--- config.mk ---
export PLATFORM = sky130hd
export DESIGN_NAME = cartridge_bank_controller_core
export DESIGN_NICKNAME = d
export VERILOG_FILES = /design/src/rtl/cbc_pkg.sv /design/src/rtl/cartridge_bank_controller_core.sv
export SDC_FILE = /design/constraint.sdc
export NUM_CORES = 1
export LEC_CHECK = 0
export ABC_AREA = 1
export BUFFER_PORTS_ARGS = -buffer_cell sky130_fd_sc_hd__buf_2
export CAP_MARGIN = 40
export CORE_MARGIN = 10
export CORE_UTILIZATION = 35
export DETAILED_ROUTE_END_ITERATION = 8
export HOLD_SLACK_MARGIN = 0.1
export PLACE_DENSITY = 0.51
export SLEW_MARGIN = 20
export SYNTH_ARGS = -nofsm -noshare
export SYNTH_HDL_FRONTEND = slang
export SYNTH_SLANG_ARGS = --single-unit
--- constraint.sdc ---
create_clock -name clk -period 6 [get_ports clk]
set_input_delay 0.3 -clock clk [delete_from_list [all_inputs] [get_ports clk]]
set_output_delay 0.3 -clock clk [all_outputs]
set_load 0.03 [all_outputs]
--- src/rtl/cbc_pkg.sv ---
// ---------------------------------------------------------------------------
// Cartridge bank controller package
// Beat types, controller kinds, address areas and mapping helpers.
// ---------------------------------------------------------------------------
`timescale 1ns / 1ps

package cbc_pkg;

	// default ROM bank limit
	localparam int unsigned MAX_ROM_BANKS_DEF = 512;

	// config register indexes
	typedef enum logic [1:0] {
		REG_HEADER_TYPE    = 2'd0,
		REG_ROM_BANK_MASK  = 2'd1,
		REG_RAM_BANK_MASK  = 2'd2,
		REG_MULTICART_MODE = 2'd3
	} reg_idx_e;

	// controller kinds
	typedef enum logic [2:0] {
		KIND_PLAIN = 3'd0,
		KIND_MBC1  = 3'd1,
		KIND_MBC2  = 3'd2,
		KIND_MBC3  = 3'd3,
		KIND_MBC5  = 3'd4
	} kind_e;

	// register areas, write address bits 14:13
	typedef enum logic [1:0] {
		AREA_RAM_EN   = 2'd0,
		AREA_ROM_BANK = 2'd1,
		AREA_RAM_BANK = 2'd2,
		AREA_MODE     = 2'd3
	} area_e;

	typedef struct packed {
		logic [14:0] write_addr;
		logic [7:0]  write_data;
	} wr_beat_t;

	typedef struct packed {
		logic [5:0] low_rom_bank;
		logic [8:0] high_rom_bank;
		logic [3:0] ram_bank_sel;
		logic       ram_on;
	} map_beat_t;

	// header type (plus one, mod 32) to controller kind
	function automatic kind_e kind_lookup(input logic [4:0] idx);
		kind_e k;
		case (idx)
			5'd0, 5'd2, 5'd3, 5'd4:               k = KIND_MBC1;
			5'd6, 5'd7:                           k = KIND_MBC2;
			5'd16, 5'd17, 5'd18, 5'd19, 5'd20:    k = KIND_MBC3;
			5'd26, 5'd27, 5'd28, 5'd29, 5'd30,
			5'd31:                                k = KIND_MBC5;
			default:                              k = KIND_PLAIN;
		endcase
		return k;
	endfunction

	// steer away from bank zero (MBC1 per 32-bank group, MBC5 only bank 0)
	function automatic logic [8:0] fix_zero_bank(input logic [8:0] bank, input kind_e kind);
		logic bump;
		bump = ((kind == KIND_MBC1) && (bank[4:0] == 5'd0)) ||
		       ((kind == KIND_MBC5) && (bank == 9'd0));
		return bank + {8'd0, bump};
	endfunction

	// multicart remap: bits 6:5 move to 5:4, bit 4 dropped
	function automatic logic [5:0] multi_remap(input logic [8:0] bank);
		return {bank[6:5], bank[3:0]};
	endfunction

endpackage

--- src/rtl/cartridge_bank_controller_core.sv ---
// Cartridge bank controller. Each write beat (address and data byte) passes an
// input register, then updates the bank and mode registers and the mapping; the
// resulting mapping beat (lower and upper ROM bank, RAM bank, RAM enable) sits
// in an output register. One beat is taken every cycle while the output side
// keeps up; between a write and its mapping beat lie the input register and the
// output register, and a stall on the output side holds the beat in the input
// register. The header type, ROM and RAM masks and multicart mode are set through
// the APB port and also act on a beat already in the input register; write them
// while no beat is in flight.
// ---------------------------------------------------------------------------
// Cartridge bank controller core
// Bank/mode registers and mapping for plain, MBC1, MBC2, MBC3, MBC5 carts.
// ---------------------------------------------------------------------------
`timescale 1ns / 1ps

module cartridge_bank_controller_core #(
	parameter int unsigned MAX_ROM_BANKS = cbc_pkg::MAX_ROM_BANKS_DEF
) (
	input  logic               clk,
	input  logic               arst_n,
	// write beats
	input  logic               wr_valid,
	output logic               wr_stall,
	input  cbc_pkg::wr_beat_t  wr_beat,
	// mapping beats
	output logic               map_valid,
	input  logic               map_stall,
	output cbc_pkg::map_beat_t map_beat,
	// APB config
	input  logic               psel,
	input  logic               penable,
	input  logic               pwrite,
	input  logic [3:0]         paddr,
	input  logic [31:0]        pwdata,
	output logic [31:0]        prdata,
	output logic               pready
);

	localparam logic [8:0] RomMaskLimit = 9'(MAX_ROM_BANKS - 1);

	// config registers
	logic [7:0] header_type_q;
	logic [8:0] rom_bank_mask_q;
	logic [3:0] ram_bank_mask_q;
	logic       multicart_q;

	// controller state
	logic [8:0] rom_bank_q;
	logic [3:0] ram_bank_q;
	logic       ram_en_q;
	logic       mode_q;
	logic [8:0] hi_bank_q;
	logic [5:0] lo_bank_q;
	logic [3:0] ram_map_q;

	// pipeline
	logic               wr_valid_s1;
	cbc_pkg::wr_beat_t  wr_beat_s1;
	logic               map_valid_q;
	cbc_pkg::map_beat_t map_beat_q;

	logic wr_accept;
	logic out_ready;
	logic adv;
	logic cfg_wr;
	cbc_pkg::reg_idx_e cfg_idx;

	// next-state
	logic [8:0] rom_bank_n;
	logic [3:0] ram_bank_n;
	logic       ram_en_n;
	logic       mode_n;
	logic [8:0] hi_bank_n;
	logic [5:0] lo_bank_n;
	logic [3:0] ram_map_n;

	cbc_pkg::kind_e kind;
	cbc_pkg::area_e area;
	logic [7:0]     data;
	logic           bit8;
	logic [8:0]     rom_mask;
	logic [5:0]     remap;

	// handshake
	assign out_ready = !map_valid_q || !map_stall;
	assign adv       = wr_valid_s1 && out_ready;
	assign wr_stall  = wr_valid_s1 && !out_ready;
	assign wr_accept = wr_valid && !wr_stall;
	assign map_valid = map_valid_q;
	assign map_beat  = map_beat_q;

	// APB
	assign pready  = 1'b1;
	assign cfg_wr  = psel && penable && pwrite;
	assign cfg_idx = cbc_pkg::reg_idx_e'(paddr[3:2]);

	always_comb begin
		case (cfg_idx)
			cbc_pkg::REG_HEADER_TYPE:    prdata = {24'd0, header_type_q};
			cbc_pkg::REG_ROM_BANK_MASK:  prdata = {23'd0, rom_bank_mask_q};
			cbc_pkg::REG_RAM_BANK_MASK:  prdata = {28'd0, ram_bank_mask_q};
			cbc_pkg::REG_MULTICART_MODE: prdata = {31'd0, multicart_q};
			default:                     prdata = 32'd0;
		endcase
	end

	always_ff @(posedge clk or negedge arst_n) begin
		if (!arst_n) begin
			header_type_q   <= 8'd0;
			rom_bank_mask_q <= 9'd1;
			ram_bank_mask_q <= 4'hF;
			multicart_q     <= 1'b0;
		end else if (cfg_wr) begin
			case (cfg_idx)
				cbc_pkg::REG_HEADER_TYPE:    header_type_q   <= pwdata[7:0];
				cbc_pkg::REG_ROM_BANK_MASK:  rom_bank_mask_q <= pwdata[8:0];
				cbc_pkg::REG_RAM_BANK_MASK:  ram_bank_mask_q <= pwdata[3:0];
				cbc_pkg::REG_MULTICART_MODE: multicart_q     <= pwdata[0];
				default: ;
			endcase
		end
	end

	// decode of the registered beat
	assign kind     = cbc_pkg::kind_lookup(5'(header_type_q[4:0] + 5'd1));
	assign area     = cbc_pkg::area_e'(wr_beat_s1.write_addr[14:13]);
	assign bit8     = wr_beat_s1.write_addr[8];
	assign data     = wr_beat_s1.write_data;
	assign rom_mask = rom_bank_mask_q & RomMaskLimit;

	// register update and mapping
	always_comb begin
		rom_bank_n = rom_bank_q;
		ram_bank_n = ram_bank_q;
		ram_en_n   = ram_en_q;
		mode_n     = mode_q;
		hi_bank_n  = hi_bank_q;
		lo_bank_n  = lo_bank_q;
		ram_map_n  = ram_map_q;
		remap      = cbc_pkg::multi_remap(rom_bank_q);
		case (area)
			cbc_pkg::AREA_RAM_EN: begin
				if (!(kind == cbc_pkg::KIND_MBC2 && bit8)) begin
					ram_en_n  = (data[3:0] == 4'hA);
					ram_map_n = ram_bank_q & ram_bank_mask_q;
				end
			end
			cbc_pkg::AREA_ROM_BANK: begin
				if (!wr_beat_s1.write_addr[12] && kind == cbc_pkg::KIND_MBC5) begin
					rom_bank_n = {rom_bank_q[8], data};
					hi_bank_n  = cbc_pkg::fix_zero_bank(rom_bank_n & rom_mask, kind);
				end else if (kind == cbc_pkg::KIND_MBC1) begin
					if (mode_q && !multicart_q)
						rom_bank_n = {4'd0, data[4:0]};
					else
						rom_bank_n = {2'd0, rom_bank_q[6:5], data[4:0]};
					remap = cbc_pkg::multi_remap(rom_bank_n);
					if (mode_q && multicart_q)
						hi_bank_n = cbc_pkg::fix_zero_bank({3'd0, remap}, kind);
					else
						hi_bank_n = cbc_pkg::fix_zero_bank(rom_bank_n & rom_mask, kind);
				end else if (kind == cbc_pkg::KIND_MBC2) begin
					if (bit8) begin
						rom_bank_n = {5'd0, data[3:0]};
						hi_bank_n  = cbc_pkg::fix_zero_bank(rom_bank_n & rom_mask, kind);
					end
				end else if (kind == cbc_pkg::KIND_MBC3) begin
					rom_bank_n = {2'd0, data[6:0]};
					hi_bank_n  = cbc_pkg::fix_zero_bank(rom_bank_n & rom_mask, kind);
				end else if (kind == cbc_pkg::KIND_MBC5) begin
					rom_bank_n = {data[0], rom_bank_q[7:0]};
					hi_bank_n  = cbc_pkg::fix_zero_bank(rom_bank_n & rom_mask, kind);
				end
			end
			cbc_pkg::AREA_RAM_BANK: begin
				if (kind == cbc_pkg::KIND_MBC1) begin
					if (mode_q && !multicart_q) begin
						ram_bank_n = {2'd0, data[1:0]};
						ram_map_n  = ram_bank_n & ram_bank_mask_q;
					end else begin
						rom_bank_n = {2'd0, data[1:0], rom_bank_q[4:0]};
						remap      = cbc_pkg::multi_remap(rom_bank_n);
						if (mode_q) begin
							// multicart: upper bits select the 16-bank game
							lo_bank_n = {remap[5:4], 4'd0};
							hi_bank_n = cbc_pkg::fix_zero_bank({3'd0, remap}, kind);
						end else begin
							hi_bank_n = cbc_pkg::fix_zero_bank(rom_bank_n & rom_mask, kind);
						end
					end
				end else if (kind == cbc_pkg::KIND_MBC3) begin
					ram_bank_n = {2'd0, data[1:0]};
					ram_map_n  = ram_bank_n & ram_bank_mask_q;
				end else if (kind == cbc_pkg::KIND_MBC5) begin
					ram_bank_n = data[3:0];
					ram_map_n  = ram_bank_n & ram_bank_mask_q;
				end
			end
			cbc_pkg::AREA_MODE: begin
				if (kind == cbc_pkg::KIND_MBC1) begin
					mode_n = data[0];
					if (multicart_q) begin
						if (mode_n) begin
							lo_bank_n = {remap[5:4], 4'd0};
							hi_bank_n = cbc_pkg::fix_zero_bank({3'd0, remap}, kind);
						end else begin
							lo_bank_n = 6'd0;
							hi_bank_n = cbc_pkg::fix_zero_bank(rom_bank_q & rom_mask, kind);
						end
					end
				end
			end
			default: ;
		endcase
	end

	// input register
	always_ff @(posedge clk or negedge arst_n) begin
		if (!arst_n) begin
			wr_valid_s1 <= 1'b0;
		end else if (wr_accept) begin
			wr_valid_s1 <= 1'b1;
		end else if (adv) begin
			wr_valid_s1 <= 1'b0;
		end
	end

	always_ff @(posedge clk) begin
		if (wr_accept) begin
			wr_beat_s1 <= wr_beat;
		end
	end

	// controller state
	always_ff @(posedge clk or negedge arst_n) begin
		if (!arst_n) begin
			rom_bank_q <= 9'd1;
			ram_bank_q <= 4'd0;
			ram_en_q   <= 1'b0;
			mode_q     <= 1'b0;
			hi_bank_q  <= 9'd1;
			lo_bank_q  <= 6'd0;
			ram_map_q  <= 4'd0;
		end else if (adv) begin
			rom_bank_q <= rom_bank_n;
			ram_bank_q <= ram_bank_n;
			ram_en_q   <= ram_en_n;
			mode_q     <= mode_n;
			hi_bank_q  <= hi_bank_n;
			lo_bank_q  <= lo_bank_n;
			ram_map_q  <= ram_map_n;
		end
	end

	// output register
	always_ff @(posedge clk or negedge arst_n) begin
		if (!arst_n) begin
			map_valid_q <= 1'b0;
		end else if (adv) begin
			map_valid_q <= 1'b1;
		end else if (!map_stall) begin
			map_valid_q <= 1'b0;
		end
	end

	always_ff @(posedge clk) begin
		if (adv) begin
			map_beat_q.low_rom_bank  <= lo_bank_n;
			map_beat_q.high_rom_bank <= hi_bank_n;
			map_beat_q.ram_bank_sel  <= ram_map_n;
			map_beat_q.ram_on        <= ram_en_n;
		end
	end

endmodule

==> summary.txt <==
CTS
  • Worst skew pair latency: 0.35 ns
  • Clock sink count: 90
  • Root Buffer: clkbuf_16
  • Clock transition at path regs: around 0.060 ns
  • H-tree depth: 3
  • CTS tree: done
  • CTS Buf Count: 9
  • Clock buffer depth: 2
  • Post-CTS resize count: 0

Worst setup path
  • Crit path max-delay cell type: dfrtp_1
  • CP Launch Point: header_type_q[0]
  • Crit. End Element: flip-flop
  • Origin of the critical flop-to-flop path: header_type_q[0]
  • Req. time, crit path: 6.09 ns
  • Worst Path Max Fanout: 19
  • CP Launch Type: flip-flop
  • Reg-to-reg setup timing slack: 2.11 ns
  • Most frequent CP cell: nand2_1
  • Setup crit end: map_beat[11]
  • Critical path arrival: 3.98 ns
  • WS Path Type: reg2reg
  • Critical Path, Cell by Cell: ha_1 -> nand2_1 -> nand3_2 -> inv_2 -> nor2_4 -> nand2_8 -> clkinv_2 -> nand2_1 -> o31ai_1 -> ha_1 -> ha_1 -> inv_1 -> nor2_1 -> nand2_1 -> o21ai_0 -> nand3_1 -> nor2_1 -> a21oi_1 -> nand2_1 -> nand2_1 -> nand2_1 -> a21boi_0
  • Bufs and invs on worst path: 3
  • R2R depth: 22
  • WP depth: 22
  • Crit-path max cell delay: 0.49 ns
  • Crit path max-delay family: simple AND/OR/NAND/NOR gates
  • Worst R2R End: map_beat[11]

Global routing
  • Largest net degree at the start of global routing: 59
  • Vias in the first global route: 6527
  • Grt peak-use layer: met2
  • Overall routing resource usage: 18.1%
  • GR Util met3: between 3 and 4%
  • Met2 Use GR: 28.7%
  • Met1 GRT Util: 25.0%
  • Gr ovfl total: 0
  • Initial antenna violation count: 0
  • Global-route wire length before repair: 37500 um

Final layout
  • Layout Nets: 1151
  • Filler Cells Inserted: 2123
  • Ant. Diodes: 0
  • Area growth syn-to-layout: 11.3%
  • Final core utilization: approximately 40%
  • Most common cell after layout, fill and taps aside: nand2_1
  • Fraction of layout cells with a size suffix above 1: 12.7%
  • Most frequent cells in the layout: nand2_1, inv_1, nand3_1

Timing
  • Setup TNS: 0 ns
  • Final WS setup: 2.11 ns
  • Max frequency: 0.257 GHz
  • Clk_skew: around 0.0084 ns
  • Max Slew Vio Count: 0
  • RSZ-0062 raised after global routing: false
  • Crit path time final: 3.89 ns
  • Rel. slew slack: 56.1%
  • Worst slew pin tran: 0.659 ns
  • Period Utilization, post-route: 64.8%
  • Final setup fails: 0
  • Final Hold Fails: 0

Pwr
  • Static Leak: roughly 0.0039 uW
  • IR drop worst, VDD: 0.000155 V
  • PwrDens: 358 nW/um2
  • Total chip power: 2820 uW

Place
  • Pre-CTS WS: 2.22 ns
  • I/O Buffers: 60
  • GPL Wtd Cong: 0.961
  • Post-DP HPWL: roughly 18000 um

Synth
  • Syn Std Cell Area: 7070 um2
  • Asr flop ratio synth: around 64%
  • Synth Flop Type: dfrtp_1
  • Post-synth cell types: 49
  • EDFF count, synth: 32
  • Yosys warning total: 0
  • Synthesized area per cell: 7.01 um2
  • Share of the synthesized area in the top cell type: 18.0%
  • #FFs+latches synth: 90
  • Leading area contributor after synthesis: dfrtp_1
  • Post-synthesis sequential area ratio: 34.2%
  • Post-Syn Instances: 1009
  • Synth top area cells: dfrtp_1, nand2_1, edfxtp_1

Route
  • Vias: 6741
  • Routed WL per cell: approximately 18 um
  • Post-DR vias/cell: 5.08
  • DRT iter0 DRCs: 647
  • Post-DRT Antenna Nets: 0
  • Drt total wl: 23700 um
  • DRC: 0
  • Drt pass-1 iters: 5

Die
  • Die W: 162 um
  • Initial core utilization: a little over a third
  • Full die area: roughly 26000 um2
  • I/O Pins: 121
  • FP Rows: between 50 and 60
  • Die height: 162 um
  • Core area: just under 20000 um2

Run status
  • Outcome: completed

Flow run
  • Max Cap Viol: 0

Hold path
  • Hold crit path type: in2reg
state kept, by name, indices dropped and copies added, names as in the netlist:
register and count:
wr_valid_s1 1, rom_bank_mask_q 9, ram_map_q 4, mode_q 1
hi_bank_q 9, multicart_q 1, bit8 1, map_beat 20
wr_beat_s1 1, area 2, ram_en_q 1, map_valid 1
ram_bank_q 4, rom_bank_q 9, lo_bank_q 6, ram_bank_mask_q 4
header_type_q 8, data 8
worst reg2reg max path, cell delays in order, from the launching register on:
cell	delay, ns
dfrtp_1	0.49
ha_1	0.26
nand2_1	0.12
nand3_2	0.14
inv_2	0.06
nor2_4	0.18
nand2_8	0.17
clkinv_2	0.32
nand2_1	0.17
o31ai_1	0.12
ha_1	0.28
ha_1	0.18
inv_1	0.04
nor2_1	0.20
nand2_1	0.11
o21ai_0	0.18
nand3_1	0.09
nor2_1	0.10
a21oi_1	0.09
nand2_1	0.10
nand2_1	0.05
nand2_1	0.09
a21boi_0	0.09
how the worst min path moves through the flow:
| stage | start | end | slack, ns | cells past startpoint |
|---|---|---|---|---|
| after floorplan | arst_n | header_type_q[0] | 0.004 | 0 |
| after global placement | ram_bank_q[2] | ram_bank_q[2] | 0.46 | 2 |
| after detailed placement | ram_bank_q[2] | ram_bank_q[2] | 0.46 | 2 |
| after CTS | wr_beat[1] | data[1] | 0.11 | 1 |
| after global routing | wr_beat[7] | data[7] | 0.11 | 1 |
| final | wr_beat[6] | data[6] | 0.12 | 1 |
layer usage:
layer / vias up / wire length, um
met4: 0 / 391
li1: 3369 / -
met5: - / 0
met3: 24 / 1140
met1: 3157 / 11300
met2: 191 / 10900
what timing repair did:
| item | in CTS | in global routing |
|---|---|---|
| hold buffers | 0 | 1 |
| endpoints found under the hold margin | 0 | 5 |
| buffers inserted | 0 | 0 |
power by group:
| group | internal, uW | switching, uW |
|---|---|---|
| combinational | 360 | 851 |
| sequential | 808 | 170 |
| clock | 381 | 251 |
cells by family after synthesis:
group | Yosys count | synth area share [%]
xor+xnor | 22 | 2.72
buf+inv | 168 | 10.9
flops | 90 | 34.2
compound gates | 158 | 12.7
simple gates | 542 | 34.6
fa+ha+maj | 27 | 4.78
other cells | 2 | 0.106
area by class of cell:
class / count / area, um2 / area share (%)
multi-input cells: 773 / 3970 / 50.4
flip-flops and latches: 90 / 2420 / 30.8
inverters: 119 / 454 / 5.77
repair buffers: 65 / 360 / 4.58
well taps: 265 / 332 / 4.21
clock buffers: 10 / 239 / 3.04
clock inverters: 6 / 95.1 / 1.21
through the flow:
stage          cell area, um2  hold slack (ns)  cells
3_3_place_gp             7500            0.456   1310
5_1_grt                  7870            0.112   1328
4_1_cts                  7830            0.110   1326
2_1_floorplan            7150          0.00441   1031
3_5_place_dp             7500            0.464   1310
6_report                 7870            0.122   1328
Yosys cell counts (12+ instances only):
library cell and n:
xor2_1 22, o21ai_0 69, edfxtp_1 32, nand2_1 302, nand4_1 21, dfrtp_1 51, o211ai_1 12, o21ai_1 16
a21oi_1 34, nand3_1 85, inv_1 108, nor2_1 84, ha_1 27, buf_4 29
No activity file was read; power rests on OpenSTA's default activity.
